[src/gelu_pkg.sv]
// ----------------------------------------------------------------------------
// GELU package
// Shared word types, fixed-point constants and the 2^-f coefficient table
// for the tanh-approximation GELU pipeline.
// ----------------------------------------------------------------------------
package gelu_pkg;

    // Sample format: signed Q4.12.
    localparam int DATA_WIDTH = 16;
    localparam int FRAC_BITS  = 12;

    // Rounding offsets for the right shifts.
    localparam int ROUND_FRAC = 1 << (FRAC_BITS - 1);
    localparam int ROUND_Q30  = 1 << 29;
    localparam int ROUND_Y    = 1 << 30;

    // Tanh saturates to one once |u| reaches 8.0.
    localparam int SAT_LIMIT = 8 << FRAC_BITS;

    // Q30 constants.
    localparam logic [31:0] Q30_ONE    = 32'h4000_0000;
    localparam logic [29:0] CONST_A    = 30'd856722024;   // sqrt(2/pi)
    localparam logic [25:0] CONST_B    = 26'd48012366;    // 0.044715
    localparam logic [31:0] CONST_L2E2 = 32'd3098164009;  // 2*log2(e)

    // Pipeline sizing.
    localparam int HORNER_STEPS = 6;
    localparam int DIV_STEPS    = 31;

    // Input word.
    typedef struct packed {
        logic signed [DATA_WIDTH-1:0] sample_in;
        logic                         last_in;
    } gelu_in_t;

    // Result word.
    typedef struct packed {
        logic signed [DATA_WIDTH-1:0] sample_out;
        logic                         last_out;
    } gelu_out_t;

    // Per-sample sideband that travels the whole pipeline.
    typedef struct packed {
        logic [DATA_WIDTH-1:0] mag;
        logic                  neg;
        logic                  last;
    } gelu_side_t;

    // Front end to exponential unit: m * 2*log2(e) product and saturation flag.
    typedef struct packed {
        gelu_side_t  side;
        logic        sat;
        logic [46:0] lprod;
    } gelu_front_t;

    // Exponential unit to divider: rounded dividend and divisor.
    typedef struct packed {
        gelu_side_t  side;
        logic [60:0] num;
        logic [31:0] den;
    } gelu_quot_t;

    // Divider to output stage: |tanh(u)| in Q30.
    typedef struct packed {
        gelu_side_t  side;
        logic [30:0] tanh_mag;
    } gelu_tanh_t;

    // Degree-7 polynomial for 2^-f in Q30, index 0 is the constant term.
    function automatic logic [30:0] exp2_coef(input logic [2:0] idx);
        logic [30:0] coef;
        case (idx)
            3'd0:    coef = 31'd1073741824;
            3'd1:    coef = 31'd744261118;
            3'd2:    coef = 31'd257941248;
            3'd3:    coef = 31'd59597083;
            3'd4:    coef = 31'd10327388;
            3'd5:    coef = 31'd1431680;
            3'd6:    coef = 31'd165394;
            default: coef = 31'd16378;
        endcase
        return coef;
    endfunction

endpackage

[src/gelu_div.sv]
// ----------------------------------------------------------------------------
// GELU divider
// Pipelined restoring divider, one quotient bit per stage, that turns the
// rounded dividend and divisor into |tanh(u)| in Q30.
// ----------------------------------------------------------------------------
module gelu_div (
    input  logic                 aclk,
    input  logic                 aresetn,
    input  logic                 en,
    input  logic                 in_valid,
    input  gelu_pkg::gelu_quot_t in_data,
    output logic                 out_valid,
    output gelu_pkg::gelu_tanh_t out_data
);

    localparam int NS = gelu_pkg::DIV_STEPS;

    typedef struct packed {
        gelu_pkg::gelu_side_t side;
        logic [30:0]          rem;
        logic [30:0]          nlo;
        logic [30:0]          quo;
        logic [31:0]          den;
    } div_stage_t;

    div_stage_t    cur       [NS];
    div_stage_t    stage_next [NS];
    div_stage_t    stage_reg  [NS];
    logic [NS-1:0] valid_reg;

    // The quotient fits in 31 bits, so the top dividend bits start below den.
    always_comb begin
        cur[0].side = in_data.side;
        cur[0].rem  = {1'b0, in_data.num[60:31]};
        cur[0].nlo  = in_data.num[30:0];
        cur[0].quo  = '0;
        cur[0].den  = in_data.den;
    end

    for (genvar j = 1; j < NS; j++) begin : g_link
        assign cur[j] = stage_reg[j-1];
    end

    // One compare and subtract per stage.
    for (genvar j = 0; j < NS; j++) begin : g_step
        logic [31:0] trial;
        logic        fits;
        always_comb begin
            trial = {cur[j].rem, cur[j].nlo[30]};
            fits  = (trial >= cur[j].den);
            stage_next[j].side = cur[j].side;
            stage_next[j].rem  = fits ? 31'(trial - cur[j].den) : trial[30:0];
            stage_next[j].nlo  = {cur[j].nlo[29:0], 1'b0};
            stage_next[j].quo  = {cur[j].quo[29:0], fits};
            stage_next[j].den  = cur[j].den;
        end
    end

    always_ff @(posedge aclk) begin
        if (!aresetn) begin
            valid_reg <= '0;
        end else if (en) begin
            valid_reg <= {valid_reg[NS-2:0], in_valid};
        end
    end

    always_ff @(posedge aclk) begin
        if (en) begin
            for (int i = 0; i < NS; i++) begin
                stage_reg[i] <= stage_next[i];
            end
        end
    end

    assign out_valid = valid_reg[NS-1];
    assign out_data  = '{side: stage_reg[NS-1].side, tanh_mag: stage_reg[NS-1].quo};

endmodule

[config.mk]
export PLATFORM = sky130hd
export DESIGN_NAME = gelu_div
export DESIGN_NICKNAME = d
export VERILOG_FILES = /design/src/gelu_pkg.sv /design/src/gelu_div.sv
export SDC_FILE = /design/constraint.sdc
export NUM_CORES = 2
export LEC_CHECK = 0
export ABC_CLOCK_PERIOD_IN_PS = 3700
export BUFFER_PORTS_ARGS = -buffer_cell sky130_fd_sc_hd__buf_2
export CORE_MARGIN = 3
export CORE_UTILIZATION = 35
export CTS_CLUSTER_DIAMETER = 150
export DETAILED_ROUTE_END_ITERATION = 8
export PLACE_DENSITY_LB_ADDON = 0.2
export SLEW_MARGIN = 20
export SYNTH_ARGS = -nofsm -noshare
export SYNTH_HDL_FRONTEND = slang
export SYNTH_MEMORY_MAX_BITS = 65536
export SYNTH_SLANG_ARGS = --single-unit
[constraint.sdc]
create_clock -name aclk -period 3.7 [get_ports aclk]
set_clock_uncertainty 0.05 [all_clocks]
set_input_delay 0.185 -clock aclk [delete_from_list [all_inputs] [get_ports aclk]]
set_output_delay 0.185 -clock aclk [all_outputs]
set_load 0.005 [all_outputs]
==> results.json <==
{
  "cts_tree": "built",
  "fin_hold_ws_ps": 139,
  "period_share": 1.01,
  "fill_cells": 42602,
  "cp.arrival_ps": 4390,
  "area_growth_pct": 19.5,
  "avgSynthCellArea_sq_um": 13.0,
  "worstMarginPinSlew_ps": 953,
  "drtIter0Drc": 5252,
  "rows": 249,
  "dr_wl_met2_um": 175000,
  "ys_ff_latch": 3440,
  "cts-root-buf": "clkbuf_16",
  "wl_met3_um": 10700,
  "grt_use_total": 0.140,
  "setup_slack_ps": -23.9,
  "synthCells": 12514,
  "drtAntennaViolNets": 0,
  "overflow": 0,
  "async_reset_ff_frac": 0,
  "cts.htree.levels": 5,
  "grt_first_pass_wirelength_um": 533000,
  "antenna_found_initial": 9,
  "dp_hpwl_um": 247000,
  "fmax_mhz": 269,
  "required_ps": 4370,
  "hold_class": "in -> reg",
  "max-cap-violations": 0,
  "cp_max_fo": 7,
  "cts_buffers": 392,
  "pre_cts_ws_ps": -250,
  "clk_pin_slew_ps": 60,
  "status": "finished, violations left",
  "gp_congestion": 0.867,
  "met1_length_um": 145000,
  "drt_first_pass_iters": 5,
  "die_y_um": 688,
  "utilization": 0.421,
  "vias_per_cell": 4.79,
  "die_area_sq_mm": 0.473,
  "drv_slew": 0,
  "clock_latency_ps": 960,
  "final_nets": 15061,
  "irDropWorstVdd_mv": 0.445,
  "drive_above_1_share": 0.149,
  "power_density_mw_per_mm2": 812,
  "mostFrequentLayoutCells": "edfxtp_1, inv_1, ha_1, a21oi_1, nand2_1",
  "fin_tns_setup_ps": -240,
  "cts_buffer_depth": 4,
  "whs_path_depth": 3,
  "leakagePower_uw": 0.0783,
  "critPathKind": "reg -> reg",
  "max_slew_margin": 0.364,
  "synth_ff_type": "edfxtp_1",
  "ys_types": 99,
  "startpoint_type": "flop",
  "grt_pass1_vias": 97343,
  "setup_viol": 21,
  "grt_max_degree": 91,
  "synth_edf_count": 3409,
  "cp-end-kind": "flop",
  "wl_per_cell_um": 16.9,
  "layout_commonest_cell": "edfxtp_1",
  "largest_reg_flops": 3409,
  "drcViolationCount": 0,
  "die_w_um": 688,
  "reg2reg_depth": 17,
  "rsz0062_at_grt": "yes",
  "highest_layer": "met4",
  "start_util": 0.353,
  "core_sq_mm": 0.462,
  "num_vias": 97687,
  "postRouteWirelength_um": 346000,
  "hold_viol": 0,
  "violations": "setup timing",
  "portBuffers": 164,
  "pin_count": 165,
  "cts_sinks": 3440,
  "layout_min_cycle_time_ps": 3720,
  "synth_warnings": 0,
  "netlist_area_sq_mm": 0.163,
  "syn_nets": 13650,
  "dp.cells": 19346,
  "seq_area_frac_synth": 0.633,
  "instances_no_fill": 20401
}
layout make-up:
type / count / area, sq um / share of cell area
Clock buffer: 477 / 10200 / 0.0523
Multi-Input combinational cell: 7594 / 55200 / 0.284
Inverter: 1232 / 4620 / 0.0238
Antenna cell: 12 / 30.0 / 0.000154
Timing Repair Buffer: 1265 / 11300 / 0.0581
Clock inverter: 232 / 2410 / 0.0124
Tap cell: 6149 / 7690 / 0.0396
Sequential cell: 3440 / 103000 / 0.530
stage by stage:
stage	total power, uW	cell area (sq um)
finish	158000	194000
global route	169000	194000
CTS	157000	193000
detailed placement	118000	177000
global placement	117000	177000
floorplan	98300	163000
critical path, cell delays in order (launching register included):
cell       delay [ps]
edfxtp_1          390
ha_2              210
fa_2              360
nor2b_4           140
o21bai_2          100
a21oi_2           210
nor3_2             60
buf_4             130
o31a_1            360
a21o_1            220
a21oi_2           140
nor2_2             70
nor3_2            240
a2111oi_4          70
buf_4             160
buf_6             140
clkbuf_16         160
mux2_2            280
metal layers:
metal  track usage  up-vias
met5             0        -
met4        0.0554        0
met3        0.0165      711
met2         0.254     1439
met1         0.169    46381
li1              -    49156
Yosys cell counts (30+ instances only):
cell         n  area, sq um
nor2_1     581         2180
mux2i_1     48          480
nand4_1    169         1060
nor3_1     103          515
mux2_2     261         2940
nand2b_1   106          663
fa_1        30          601
and3_1      74          463
o211ai_1    38          285
o21a_1     117          878
a21o_1     579         4350
xor2_1     351         3070
dfxtp_1     31          621
edfxtp_1  3409       102000
clkbuf_1   169          634
nor2b_1    153          957
o21ai_0    764         3820
a21oi_1    910         4550
xnor2_1    428         3750
o21bai_1   116          871
o31a_1      39          342
a211oi_1    59          443
ha_1       991        12400
nand3_1    155          776
nand2_1    828         3110
a31oi_1     87          544
buf_2       57          285
o21ai_1     45          225
o31ai_1     73          548
inv_1     1232         4620
final timing paths:
kind,endpoint,from,slack [ps]
setup / recovery,stage_reg[1][392]$_DFFE_PP_,stage_reg[1][142]$_DFFE_PP_,-20
hold / removal,stage_reg[0][0]$_DFFE_PP_,in_data[0],140
setup reg to reg,stage_reg[1][392]$_DFFE_PP_,stage_reg[1][142]$_DFFE_PP_,-20
hold reg to reg,stage_reg[0][1407]$_DFFE_PP_,stage_reg[0][1265]$_DFFE_PP_,300
power breakdown:
part / total [uW] / switching (uW) / internal [uW]
combinational: 62400 / 33100 / 29300
sequential: 57800 / 4620 / 53200
clock: 37700 / 15700 / 22000
total: 158000 / 53500 / 104000
logic make-up (layout without fill, tap and decap cells):
family	Yosys count	in the layout	share of synthesized area
buffers and inverters	1480	3206	0.0350
adders and majority gates	1021	1021	0.0799
xor gates and xnor gates	779	779	0.0419
AOI/OAI and AO/OA	3120	3120	0.121
other	0	12	0
and+or+nand+nor	2349	2349	0.0676
muxes	325	325	0.0223
DFF	3440	3440	0.633
timing repair:
action	4_1_cts	5_1_grt
setup endpoints to repair	257	583
endpoints found under the hold margin	574	2
gates cloned	7	18
hold buffers	245	2
resized for setup	43	239
pin swaps	23	91
buffers inserted	7	58
(Power assumes the default switching activity.)
