File: config.mk
export PLATFORM = sky130hd
export DESIGN_NAME = gelu_front
export DESIGN_NICKNAME = d
export VERILOG_FILES = /design/src/gelu_pkg.sv /design/src/gelu_front.sv
export SDC_FILE = /design/constraint.sdc
export NUM_CORES = 2
export LEC_CHECK = 0
export ABC_CLOCK_PERIOD_IN_PS = 8800
export BUFFER_PORTS_ARGS = -buffer_cell sky130_fd_sc_hd__buf_2
export CELL_PAD_IN_SITES_DETAIL_PLACEMENT = 1
export CELL_PAD_IN_SITES_GLOBAL_PLACEMENT = 2
export CORE_MARGIN = 2
export CORE_UTILIZATION = 44
export CTS_CLUSTER_DIAMETER = 50
export DETAILED_ROUTE_END_ITERATION = 8
export PLACE_DENSITY = 0.94
export SLEW_MARGIN = 25
export SYNTH_ARGS = -nofsm -noshare
export SYNTH_HDL_FRONTEND = slang
export SYNTH_SLANG_ARGS = --single-unit
File: constraint.sdc
create_clock -name aclk -period 8.8 [get_ports aclk]
set_input_delay 0.88 -clock aclk [delete_from_list [all_inputs] [get_ports aclk]]
set_output_delay 0.88 -clock aclk [all_outputs]
set_load 0.02 [all_outputs]
File: src/gelu_pkg.sv
// ----------------------------------------------------------------------------
// GELU package
// Shared word types, fixed-point constants and the 2^-f coefficient table
// for the tanh-approximation GELU pipeline.
// ----------------------------------------------------------------------------
package gelu_pkg;

    // Sample format: signed Q4.12.
    localparam int DATA_WIDTH = 16;
    localparam int FRAC_BITS  = 12;

    // Rounding offsets for the right shifts.
    localparam int ROUND_FRAC = 1 << (FRAC_BITS - 1);
    localparam int ROUND_Q30  = 1 << 29;
    localparam int ROUND_Y    = 1 << 30;

    // Tanh saturates to one once |u| reaches 8.0.
    localparam int SAT_LIMIT = 8 << FRAC_BITS;

    // Q30 constants.
    localparam logic [31:0] Q30_ONE    = 32'h4000_0000;
    localparam logic [29:0] CONST_A    = 30'd856722024;   // sqrt(2/pi)
    localparam logic [25:0] CONST_B    = 26'd48012366;    // 0.044715
    localparam logic [31:0] CONST_L2E2 = 32'd3098164009;  // 2*log2(e)

    // Pipeline sizing.
    localparam int HORNER_STEPS = 6;
    localparam int DIV_STEPS    = 31;

    // Input word.
    typedef struct packed {
        logic signed [DATA_WIDTH-1:0] sample_in;
        logic                         last_in;
    } gelu_in_t;

    // Result word.
    typedef struct packed {
        logic signed [DATA_WIDTH-1:0] sample_out;
        logic                         last_out;
    } gelu_out_t;

    // Per-sample sideband that travels the whole pipeline.
    typedef struct packed {
        logic [DATA_WIDTH-1:0] mag;
        logic                  neg;
        logic                  last;
    } gelu_side_t;

    // Front end to exponential unit: m * 2*log2(e) product and saturation flag.
    typedef struct packed {
        gelu_side_t  side;
        logic        sat;
        logic [46:0] lprod;
    } gelu_front_t;

    // Exponential unit to divider: rounded dividend and divisor.
    typedef struct packed {
        gelu_side_t  side;
        logic [60:0] num;
        logic [31:0] den;
    } gelu_quot_t;

    // Divider to output stage: |tanh(u)| in Q30.
    typedef struct packed {
        gelu_side_t  side;
        logic [30:0] tanh_mag;
    } gelu_tanh_t;

    // Degree-7 polynomial for 2^-f in Q30, index 0 is the constant term.
    function automatic logic [30:0] exp2_coef(input logic [2:0] idx);
        logic [30:0] coef;
        case (idx)
            3'd0:    coef = 31'd1073741824;
            3'd1:    coef = 31'd744261118;
            3'd2:    coef = 31'd257941248;
            3'd3:    coef = 31'd59597083;
            3'd4:    coef = 31'd10327388;
            3'd5:    coef = 31'd1431680;
            3'd6:    coef = 31'd165394;
            default: coef = 31'd16378;
        endcase
        return coef;
    endfunction

endpackage

File: src/gelu_front.sv
// ----------------------------------------------------------------------------
// GELU front end
// Five stages from the sample to the scaled tanh argument: x^2, x^3,
// B*x^3, the argument u, and the product |u| * 2*log2(e).
// ----------------------------------------------------------------------------
module gelu_front (
    input  logic                  aclk,
    input  logic                  aresetn,
    input  logic                  en,
    input  logic                  in_valid,
    input  gelu_pkg::gelu_in_t    in_data,
    output logic                  out_valid,
    output gelu_pkg::gelu_front_t out_data
);

    localparam int DW = gelu_pkg::DATA_WIDTH;

    logic [DW-1:0]        raw;
    logic [DW-1:0]        x_abs;
    gelu_pkg::gelu_side_t side1_next, side1_reg;
    logic [31:0]          sq1_next, sq1_reg;
    gelu_pkg::gelu_side_t side2_reg;
    logic [18:0]          x2;
    logic [34:0]          cube2_next, cube2_reg;
    gelu_pkg::gelu_side_t side3_reg;
    logic [21:0]          x3;
    logic [47:0]          bprod3_next, bprod3_reg;
    gelu_pkg::gelu_side_t side4_reg;
    logic [16:0]          bx3;
    logic [17:0]          arg;
    logic [47:0]          aprod4_next, aprod4_reg;
    gelu_pkg::gelu_side_t side5_reg;
    logic [16:0]          u_mag;
    logic                 sat5_next, sat5_reg;
    logic [46:0]          lprod5_next, lprod5_reg;
    logic [4:0]           valid_reg;

    // Stage 1: magnitude and sign of x, then x*x.
    always_comb begin
        raw        = in_data.sample_in;
        x_abs      = raw[DW-1] ? (DW'(0) - raw) : raw;
        side1_next = '{mag: x_abs, neg: raw[DW-1], last: in_data.last_in};
        sq1_next   = 32'(x_abs) * 32'(x_abs);
    end

    // Stage 2: round x^2 to Q12, then multiply by |x|.
    always_comb begin
        x2         = 19'((sq1_reg + 32'(gelu_pkg::ROUND_FRAC)) >> gelu_pkg::FRAC_BITS);
        cube2_next = 35'(x2) * 35'(side1_reg.mag);
    end

    // Stage 3: round |x|^3 to Q12, then scale by B.
    always_comb begin
        x3          = 22'((cube2_reg + 35'(gelu_pkg::ROUND_FRAC)) >> gelu_pkg::FRAC_BITS);
        bprod3_next = 48'(x3) * 48'(gelu_pkg::CONST_B);
    end

    // Stage 4: x and B*x^3 share a sign, so the argument magnitude is a sum.
    always_comb begin
        bx3         = 17'((bprod3_reg + 48'(gelu_pkg::ROUND_Q30)) >> 30);
        arg         = 18'(side3_reg.mag) + 18'(bx3);
        aprod4_next = 48'(arg) * 48'(gelu_pkg::CONST_A);
    end

    // Stage 5: |u| in Q12, saturation test, and |u| * 2*log2(e).
    always_comb begin
        u_mag       = 17'((aprod4_reg + 48'(gelu_pkg::ROUND_Q30)) >> 30);
        sat5_next   = (u_mag >= 17'(gelu_pkg::SAT_LIMIT));
        lprod5_next = 47'(u_mag[14:0]) * 47'(gelu_pkg::CONST_L2E2);
    end

    // Valid bits advance with the pipeline enable.
    always_ff @(posedge aclk) begin
        if (!aresetn) begin
            valid_reg <= '0;
        end else if (en) begin
            valid_reg <= {valid_reg[3:0], in_valid};
        end
    end

    // Data registers need no reset.
    always_ff @(posedge aclk) begin
        if (en) begin
            side1_reg  <= side1_next;
            sq1_reg    <= sq1_next;
            side2_reg  <= side1_reg;
            cube2_reg  <= cube2_next;
            side3_reg  <= side2_reg;
            bprod3_reg <= bprod3_next;
            side4_reg  <= side3_reg;
            aprod4_reg <= aprod4_next;
            side5_reg  <= side4_reg;
            sat5_reg   <= sat5_next;
            lprod5_reg <= lprod5_next;
        end
    end

    assign out_valid = valid_reg[4];
    assign out_data  = '{side: side5_reg, sat: sat5_reg, lprod: lprod5_reg};

endmodule

==> results.py <==
metrics = {
    "synthesis": {
        "synth.most_common_cell": "inv_1",
        "synth-xor-area-share_pct": 4.04,
        "synth.yosys.seq_area_share_pct": 14.0,
        "synth_area_leaders": "fa_1 36%, ha_1 21%, edfxtp_1 14%, inv_1 9.9%, nand2_1 2.8%",
        "synth-main-ff-cell": "edfxtp_1",
        "ys_ff_latch": 222,
        "yosysTopAreaCellShare_pct": 36.0,
        "async_flop_share_pct": 0,
        "synth.cell_area_sq_um": 47100,
        "synthMuxAreaShare_pct": 0.170,
        "synth_top_family_by_area": "adder cells",
        "syn_area_per_cell_sq_um": 10.1,
        "synthAdderAreaFrac_pct": 57.0,
        "synth_cell_types": 96,
        "ys_top_cells_by_count": "1248 x inv_1, 847 x fa_1, 792 x ha_1",
        "postSynthCellCount": 4656,
        "synth-compound-area-share_pct": 5.29,
        "synth_edf_count": 217,
        "synth.largest_area_cell": "fa_1",
        "yosys.area_share.simple_pct": 8.87,
        "ys_warn_count": 0,
    },
    "drt": {
        "num_vias": 33019,
        "antenna_left": 0,
        "via_per_inst": 5.27,
        "firstDrtPassIters": 5,
        "drt-initial-drc-count": 1258,
        "drt_drc_violations_left": 0,
        "wl_per_cell_microns": 20.9,
        "wl_mm": 131,
    },
    "timing": {
        "slew_violations": 0,
        "tightest_slew_ns": 1.08,
        "fin_ws_ns": 0.508,
        "max_clock_freq_mhz": 121,
        "setup_viol": 0,
        "period_needed_ns": 8.29,
        "slew_headroom_pct": 28.1,
        "finClkSkew_ns": 0.0472,
        "hold_viol_final": 0,
        "finalCritPeriodShare_pct": 94.2,
    },
    "cells_and_area": {
        "largest_reg_flops": 47,
        "fin_util_pct": 48.2,
        "area_delta_synth_final_pct": 9.01,
        "drive_gt1_share_pct": 6.46,
        "nets": 6489,
    },
    "die": {
        "die_area_sq_um": 110000,
        "fp-row-count": 120,
        "die_x_microns": 331,
        "coreArea_sq_um": 107000,
        "initial_core_util_pct": 44.2,
        "io_pins": 88,
        "die_h_microns": 331,
    },
    "worst_hold_path": {
        "holdPathStages": 0,
        "hold_path_class": "flip-flop to flip-flop",
    },
    "critical_path": {
        "worstSetupEndpointType": "flip-flop",
        "slowest_stage": "fa_1",
        "critical_path_class": "flip-flop to flip-flop",
        "crit_path_frequent_cell": "fa_1",
        "critical_path_required_ns": 9.11,
        "arrival_ns": 8.60,
        "reg2regPathDepth": 31,
        "start_kind": "flip-flop",
        "crit_path_max_fanout": 7,
        "max_stage_delay_ns": 0.53,
    },
    "global_routing": {
        "grt_pass1_wl_mm": 211,
        "grt_max_degree": 142,
        "grt_antenna_before_repair": 1,
        "grtUsageTotal_pct": 24.5,
        "grt_pass1_vias": 39203,
        "overflow": 0,
    },
    "clocking": {
        "cts_tree": "done",
        "clk_pin_slew_ns": 0.05,
        "clock_latency_ns": 0.60,
        "cts-root-buf": "clkbuf_16",
        "h-tree-depth": 2,
        "clock-sinks": 222,
        "cts_buffers": 42,
        "clock_path_buffers": 3,
    },
    "run": {
        "cap_violations": 0,
    },
    "placed_design": {
        "place_hpwl_mm": 112,
        "place_congestion": 0.938,
        "io_buffers": 87,
        "dp_slack_ns": 0.0286,
    },
    "outcome": {
        "outcome": "finished, final reports clean",
    },
}
cells by family (layout without fill, tap and decap cells):
logic type / count (synthesis) / in the layout
AOI/OAI and AO/OA: 357 / 357
xor gates and xnor gates: 214 / 214
adders and majority gates: 1639 / 1639
buffers and inverters: 1323 / 1520
DFF: 222 / 222
muxes: 8 / 8
other: 2 / 13
and+or+nand+nor: 891 / 891
area by class of cell:
| type | instances | area (sq um) |
|---|---|---|
| tap | 1403 | 1760 |
| clock inverter | 33 | 402 |
| timing repair buffer | 182 | 1170 |
| sequential | 222 | 6620 |
| inverter | 1260 | 4730 |
| fill | 11986 | 55200 |
| clock buffer | 45 | 1060 |
| multi-input combinational | 3121 | 35600 |
| antenna | 1 | 2.50 |
per-layer routing:
layer,wire length [microns],track usage [%],vias to the layer above
li1,-,-,14840
met1,49300,27.2,17102
met2,71100,47.3,755
met3,4570,2.62,322
met4,6170,10.3,0
met5,0,0,-
path summary, 6_finish.rpt:
path | startpoint | end | slack (ns)
worst min register to register | side2_reg[1] | side3_reg[1] | 0.42
worst min-delay path | side2_reg[1] | side3_reg[1] | 0.42
worst max-delay path | bprod3_reg[30] | aprod4_reg[44] | 0.51
worst max register to register | bprod3_reg[30] | aprod4_reg[44] | 0.51
through the flow:
stage	area (sq um)	instances	setup TNS (ns)	hold WS (ns)
floorplan	47200	4666	0	0.400
global route	51400	6266	-0.000692	0.420
CTS	51300	6264	0	0.412
global placement	49800	6186	0	0.400
detailed placement	49800	6186	0	0.406
finish	51400	6267	0	0.415
what timing repair did:
action / in CTS / in global routing
setup buffers: 0 / 2
pin swaps: 0 / 1
setup endpoints to repair: 4 / 20
resized for setup: 2 / 11
hold buffers: 0 / 0
critical path, delay by kind of cell, from the launching register on:
family | cells | cell delay [ns]
AOI/OAI and AO/OA | 13 | 2.74
buffers and inverters | 3 | 0.26
xor gates and xnor gates | 3 | 0.57
and+or+nand+nor | 3 | 0.46
DFF | 1 | 0.37
adders and majority gates | 9 | 3.58
cell usage in the layout, fill, tap and decap left out, drive strengths merged, types with 13 or more instances in the layout:
cell,count
o211ai,13
and3,27
fa,847
nand3,68
clkinv,14
o21a,28
a21oi,96
o21ai,65
nor2b,23
xnor2,137
nor3,47
and2,103
xor2,77
nand2b,13
nand2,349
a211oi,14
buf,182
clkbuf,45
ha,792
edfxtp,217
inv,1271
nor2,190
a31oi,14
a21o,43
nand4,23
Power is left out: the tool's default activity adds up to more than one toggle a clock period on the data nets, which glitch-free logic cannot reach.
