[src/gelu_pkg.sv]
// ----------------------------------------------------------------------------
// GELU package
// Shared word types, fixed-point constants and the 2^-f coefficient table
// for the tanh-approximation GELU pipeline.
// ----------------------------------------------------------------------------
package gelu_pkg;

    // Sample format: signed Q4.12.
    localparam int DATA_WIDTH = 16;
    localparam int FRAC_BITS  = 12;

    // Rounding offsets for the right shifts.
    localparam int ROUND_FRAC = 1 << (FRAC_BITS - 1);
    localparam int ROUND_Q30  = 1 << 29;
    localparam int ROUND_Y    = 1 << 30;

    // Tanh saturates to one once |u| reaches 8.0.
    localparam int SAT_LIMIT = 8 << FRAC_BITS;

    // Q30 constants.
    localparam logic [31:0] Q30_ONE    = 32'h4000_0000;
    localparam logic [29:0] CONST_A    = 30'd856722024;   // sqrt(2/pi)
    localparam logic [25:0] CONST_B    = 26'd48012366;    // 0.044715
    localparam logic [31:0] CONST_L2E2 = 32'd3098164009;  // 2*log2(e)

    // Pipeline sizing.
    localparam int HORNER_STEPS = 6;
    localparam int DIV_STEPS    = 31;

    // Input word.
    typedef struct packed {
        logic signed [DATA_WIDTH-1:0] sample_in;
        logic                         last_in;
    } gelu_in_t;

    // Result word.
    typedef struct packed {
        logic signed [DATA_WIDTH-1:0] sample_out;
        logic                         last_out;
    } gelu_out_t;

    // Per-sample sideband that travels the whole pipeline.
    typedef struct packed {
        logic [DATA_WIDTH-1:0] mag;
        logic                  neg;
        logic                  last;
    } gelu_side_t;

    // Front end to exponential unit: m * 2*log2(e) product and saturation flag.
    typedef struct packed {
        gelu_side_t  side;
        logic        sat;
        logic [46:0] lprod;
    } gelu_front_t;

    // Exponential unit to divider: rounded dividend and divisor.
    typedef struct packed {
        gelu_side_t  side;
        logic [60:0] num;
        logic [31:0] den;
    } gelu_quot_t;

    // Divider to output stage: |tanh(u)| in Q30.
    typedef struct packed {
        gelu_side_t  side;
        logic [30:0] tanh_mag;
    } gelu_tanh_t;

    // Degree-7 polynomial for 2^-f in Q30, index 0 is the constant term.
    function automatic logic [30:0] exp2_coef(input logic [2:0] idx);
        logic [30:0] coef;
        case (idx)
            3'd0:    coef = 31'd1073741824;
            3'd1:    coef = 31'd744261118;
            3'd2:    coef = 31'd257941248;
            3'd3:    coef = 31'd59597083;
            3'd4:    coef = 31'd10327388;
            3'd5:    coef = 31'd1431680;
            3'd6:    coef = 31'd165394;
            default: coef = 31'd16378;
        endcase
        return coef;
    endfunction

endpackage

[src/gelu_out.sv]
// ----------------------------------------------------------------------------
// GELU output stage
// Forms 1 + tanh, scales x by it, rounds, restores the sign and presents the
// word through an output register backed by one skid word. The skid state
// also produces the pipeline enable.
// ----------------------------------------------------------------------------
module gelu_out (
    input  logic                  aclk,
    input  logic                  aresetn,
    input  logic                  in_valid,
    input  gelu_pkg::gelu_tanh_t  in_data,
    output logic                  en,
    output logic                  m_valid,
    input  logic                  m_ready,
    output gelu_pkg::gelu_out_t   m_data
);

    localparam int DW = gelu_pkg::DATA_WIDTH;

    logic [31:0]          g;
    logic [47:0]          yprod_next, yprod_reg;
    gelu_pkg::gelu_side_t side_reg;
    logic                 y_valid_reg;
    logic [DW-1:0]        y_mag;
    gelu_pkg::gelu_out_t  result;
    logic                 take;
    logic                 incoming;
    logic                 out_valid_next, out_valid_reg;
    logic                 skid_valid_next, skid_valid_reg;
    gelu_pkg::gelu_out_t  out_data_next, out_data_reg;
    gelu_pkg::gelu_out_t  skid_data_next, skid_data_reg;

    // The pipeline moves whenever the skid word is free.
    assign en = !skid_valid_reg;

    // Scale |x| by 1 + tanh(u) in Q30; tanh carries the sign of x.
    always_comb begin
        g = in_data.side.neg ? (gelu_pkg::Q30_ONE - 32'(in_data.tanh_mag))
                             : (gelu_pkg::Q30_ONE + 32'(in_data.tanh_mag));
        yprod_next = 48'(in_data.side.mag) * 48'(g);
    end

    // Drop 31 fraction bits with rounding, then apply the sign.
    always_comb begin
        y_mag             = DW'((yprod_reg + 48'(gelu_pkg::ROUND_Y)) >> 31);
        result.sample_out = side_reg.neg ? (DW'(0) - y_mag) : y_mag;
        result.last_out   = side_reg.last;
    end

    // Output register with one skid word behind it.
    always_comb begin
        take            = out_valid_reg && m_ready;
        incoming        = y_valid_reg && en;
        out_valid_next  = out_valid_reg;
        skid_valid_next = skid_valid_reg;
        out_data_next   = out_data_reg;
        skid_data_next  = skid_data_reg;
        if (skid_valid_reg) begin
            if (take) begin
                out_data_next   = skid_data_reg;
                skid_valid_next = 1'b0;
            end
        end else if (incoming) begin
            if (!out_valid_reg || take) begin
                out_data_next  = result;
                out_valid_next = 1'b1;
            end else begin
                skid_data_next  = result;
                skid_valid_next = 1'b1;
            end
        end else if (take) begin
            out_valid_next = 1'b0;
        end
    end

    always_ff @(posedge aclk) begin
        if (!aresetn) begin
            y_valid_reg    <= 1'b0;
            out_valid_reg  <= 1'b0;
            skid_valid_reg <= 1'b0;
        end else begin
            if (en) begin
                y_valid_reg <= in_valid;
            end
            out_valid_reg  <= out_valid_next;
            skid_valid_reg <= skid_valid_next;
        end
    end

    always_ff @(posedge aclk) begin
        if (en) begin
            yprod_reg <= yprod_next;
            side_reg  <= in_data.side;
        end
        out_data_reg  <= out_data_next;
        skid_data_reg <= skid_data_next;
    end

    assign m_valid = out_valid_reg;
    assign m_data  = out_data_reg;

endmodule

[config.mk]
export PLATFORM = sky130hd
export DESIGN_NAME = gelu_out
export DESIGN_NICKNAME = d
export VERILOG_FILES = /design/src/gelu_pkg.sv /design/src/gelu_out.sv
export SDC_FILE = /design/constraint.sdc
export NUM_CORES = 1
export LEC_CHECK = 0
export BUFFER_PORTS_ARGS = -buffer_cell sky130_fd_sc_hd__buf_2
export CORE_MARGIN = 10
export CORE_UTILIZATION = 58
export CTS_BUF_LIST = sky130_fd_sc_hd__clkbuf_8 sky130_fd_sc_hd__clkbuf_16
export CTS_CLUSTER_SIZE = 8
export DETAILED_ROUTE_END_ITERATION = 8
export HOLD_SLACK_MARGIN = 0.08
export PLACE_DENSITY_LB_ADDON = 0.15
export SETUP_SLACK_MARGIN = 0.1
export SYNTH_ARGS = -nofsm -noshare
export SYNTH_HDL_FRONTEND = slang
export SYNTH_SLANG_ARGS = --single-unit
[constraint.sdc]
create_clock -name aclk -period 10.5 [get_ports aclk]
set_clock_uncertainty 0.05 [all_clocks]
set_input_delay 1.575 -clock aclk [delete_from_list [all_inputs] [get_ports aclk]]
set_output_delay 1.575 -clock aclk [all_outputs]
set_load 0.1 [all_outputs]
==> impl_metrics.env <==
export IMPL_status="finished, final reports clean"
export IMPL_clock_latency_ps=300
export IMPL_crit_path_start="in_data[2]"
export IMPL_cts_tree="built"
export IMPL_holdCritStartpoint="result[0]"
export IMPL_grt_pass1_wl_mm=75.7
export IMPL_synth_xor_area_share_pct=3.76
export IMPL_synth_fp_nets=2561
export IMPL_syn_avg_cell_area_um2=9.21
export IMPL_synth_warnings=0
export IMPL_post_cts_setup_buffers=0
export IMPL_routabilityCongestion=0.902
export IMPL_synth_distinct_cells=57
export IMPL_synth_fa_ha_area_share_pct=53.8
export IMPL_synth_edff_count=53
export IMPL_clock_sink_count=56
export IMPL_fin_setup_tns_ps=0
export IMPL_die_x_um=197
export IMPL_area_delta_synth_final_pct=5.03
export IMPL_synth_compound_area_share_pct=3.74
export IMPL_worstMarginPinSlew_ps=1090
export IMPL_wl_mm=46.0
export IMPL_cp_endpoint="yprod_reg[46]"
export IMPL_drt_pass1_iter_count=7
export IMPL_clk_path_buf_depth=2
export IMPL_dp_hpwl_mm=36.1
export IMPL_avgViaCountPerCell=5.55
export IMPL_drc=0
export IMPL_post_route_period_util_pct=95.4
export IMPL_cp_arrival_ps=10000
export IMPL_die_h_um=197
export IMPL_path_max_fanout=10
export IMPL_synth_ff_type="edfxtp_1"
export IMPL_fmax_mhz=99.8
export IMPL_cp_end_kind="flop"
export IMPL_io_pins=72
export IMPL_overflow=0
export IMPL_finalHoldViolations=0
export IMPL_path_common_cell="fa_1"
export IMPL_clockRootBuffer="clkbuf_16"
export IMPL_ff_latch_area_um2=1650
export IMPL_grt_max_degree=38
export IMPL_crit_buf_inv=5
export IMPL_antenna_found_initial=1
export IMPL_seq_area_frac_synth_pct=9.08
export IMPL_hold_path_class="flop to flop"
export IMPL_rsz0062_at_grt="false"
export IMPL_core_area_um2=30700
export IMPL_htree_levels=2
export IMPL_post_cts_resized=0
export IMPL_nFillCells=2713
export IMPL_grt_pass1_vias=14400
export IMPL_cts_hold_buf=0
export IMPL_r2r_start="yprod_reg[30]"
export IMPL_ant_nets=0
export IMPL_start_util_pct=59.2
export IMPL_final_min_clock_period_ps=10020
export IMPL_clk_pin_slew_ps=70
export IMPL_slew_violations=0
export IMPL_synthArstFlopShare_pct=0
export IMPL_cts_buffers=5
export IMPL_path_delay_family="adder cells"
export IMPL_r2r_cells=9
export IMPL_synthesis_area_um2=18200
export IMPL_worstReg2RegEnd="m_data[16]"
export IMPL_cp_data_required_time_ps=10490
export IMPL_setup_violations_final=0
export IMPL_max_cap_viol_count=0
export IMPL_syn_inst=1976
export IMPL_multi_input_area_um2=14500
export IMPL_nets=2579
export IMPL_grt_usage_pct=24.7
export IMPL_slew_headroom_pct=26.5
export IMPL_synth_top_family_by_area="adder cells"
export IMPL_startpoint_type="primary input"
export IMPL_dieArea_um2=38800
export IMPL_portBuffers=71
export IMPL_synthSimpleGateAreaFrac_pct=17.5
export IMPL_synth_mux_area_share_pct=0.984
export IMPL_rrSetupSlack_ps=7350
export IMPL_drive_gt1_share_pct=7.27
export IMPL_slowest_stage="or4_4"
export IMPL_path_class="primary input to flop"
export IMPL_drt_iter0_drc=909
export IMPL_vias=13300
export IMPL_cp_num_cells=27
export IMPL_rows=64
export IMPL_ys_seq_elements=56
export IMPL_slowest_delay_ps=620
export IMPL_wire_per_inst_um=19.2
-- worst reg2reg max path: stages, from the launching register on --
cell and delay (ps):
edfxtp_1 450, ha_1 340, nand3_1 190, nor3_1 470, nand3_1 190, xor2_1 260
o2111ai_1 190, o31ai_1 330, xnor2_1 150, mux2_2 280
-- logic make-up after synthesis --
group | Yosys count
AND/OR/NAND/NOR | 653
buffers and inverters | 537
adder cells (fa/ha/maj) | 532
AO/OA/AOI/OAI | 104
XOR/XNOR | 78
flip-flops | 56
multiplexers | 16
-- cell usage after synthesis, types with 5 or more instances --
| master | number | share of area [%] |
|---|---|---|
| nor3_1 | 9 | 0.25 |
| nand3_1 | 22 | 0.61 |
| ha_1 | 116 | 8.0 |
| xnor2_1 | 56 | 2.7 |
| nand4_1 | 8 | 0.28 |
| o211ai_1 | 6 | 0.25 |
| or2_2 | 5 | 0.17 |
| a21oi_1 | 26 | 0.72 |
| o21ai_0 | 26 | 0.72 |
| edfxtp_1 | 53 | 8.7 |
| and2_1 | 205 | 7.1 |
| nor2_1 | 18 | 0.37 |
| inv_1 | 444 | 9.2 |
| nor2b_1 | 5 | 0.17 |
| clkbuf_1 | 85 | 1.8 |
| and3_1 | 6 | 0.21 |
| a21o_1 | 5 | 0.21 |
| fa_1 | 416 | 46 |
| mux2_2 | 15 | 0.93 |
| nand2_1 | 350 | 7.2 |
| or3_1 | 7 | 0.24 |
| o31ai_1 | 11 | 0.45 |
| xor2_1 | 22 | 1.1 |
-- per-stage QoR --
step,std cells,util [%],hold WS [ps],setup slack (ps),instance area (um2)
4_1_cts,2391,62.1,418,527,19100
5_1_grt,2391,62.1,440,111,19100
3_3_place_gp,2383,61.6,386,406,19000
3_5_place_dp,2383,61.6,401,209,19000
6_report,2392,62.1,414,484,19100
2_1_floorplan,1976,-,372,1070,18200
-- how the worst min path moves through the flow --
stage                                  end  cells after the start
after floorplan           skid_data_reg[0]                      0
after global routing      skid_data_reg[0]                      0
after CTS                 skid_data_reg[0]                      0
after detailed placement  skid_data_reg[0]                      0
after global placement    skid_data_reg[0]                      0
final                     skid_data_reg[0]                      0
-- layout make-up --
class | count | share of cell area [%]
Antenna cell | 1 | 0.0131
Clock buffer | 5 | 0.655
Clock inverter | 3 | 0.111
Inverter | 445 | 8.74
Multi-Input combinational cell | 1383 | 76.1
Sequential cell | 56 | 8.64
Tap cell | 396 | 2.59
Timing Repair Buffer | 103 | 3.12
-- placed cells by master, fill, tap and decap left out, types with 6 or more instances in the layout --
master	synthesis	routed
buf_4	0	32
fa_1	416	416
nand4_1	8	8
nand3_1	22	22
edfxtp_1	53	53
and2_1	205	205
o21ai_0	26	26
nand2_1	350	350
nor2_1	18	18
or3_1	7	7
a21oi_1	26	26
nor3_1	9	9
ha_1	116	116
o31ai_1	11	11
mux2_2	15	15
o211ai_1	6	6
xnor2_1	56	51
buf_2	2	71
and3_1	6	6
inv_1	444	444
xor2_1	22	22
-- layer usage --
| layer | GRT usage (%) | vias up | part of all wire (%) |
|---|---|---|---|
| met5 | 0 | - | 0 |
| met4 | 7.18 | 0 | 3.2 |
| met3 | 5.09 | 99 | 8.5 |
| met2 | 41.6 | 554 | 48 |
| met1 | 31.6 | 6747 | 40 |
| li1 | - | 5874 | - |
Power is left out: the tool's default activity adds up to more than one toggle a clock period on the data nets, which glitch-free logic cannot reach.
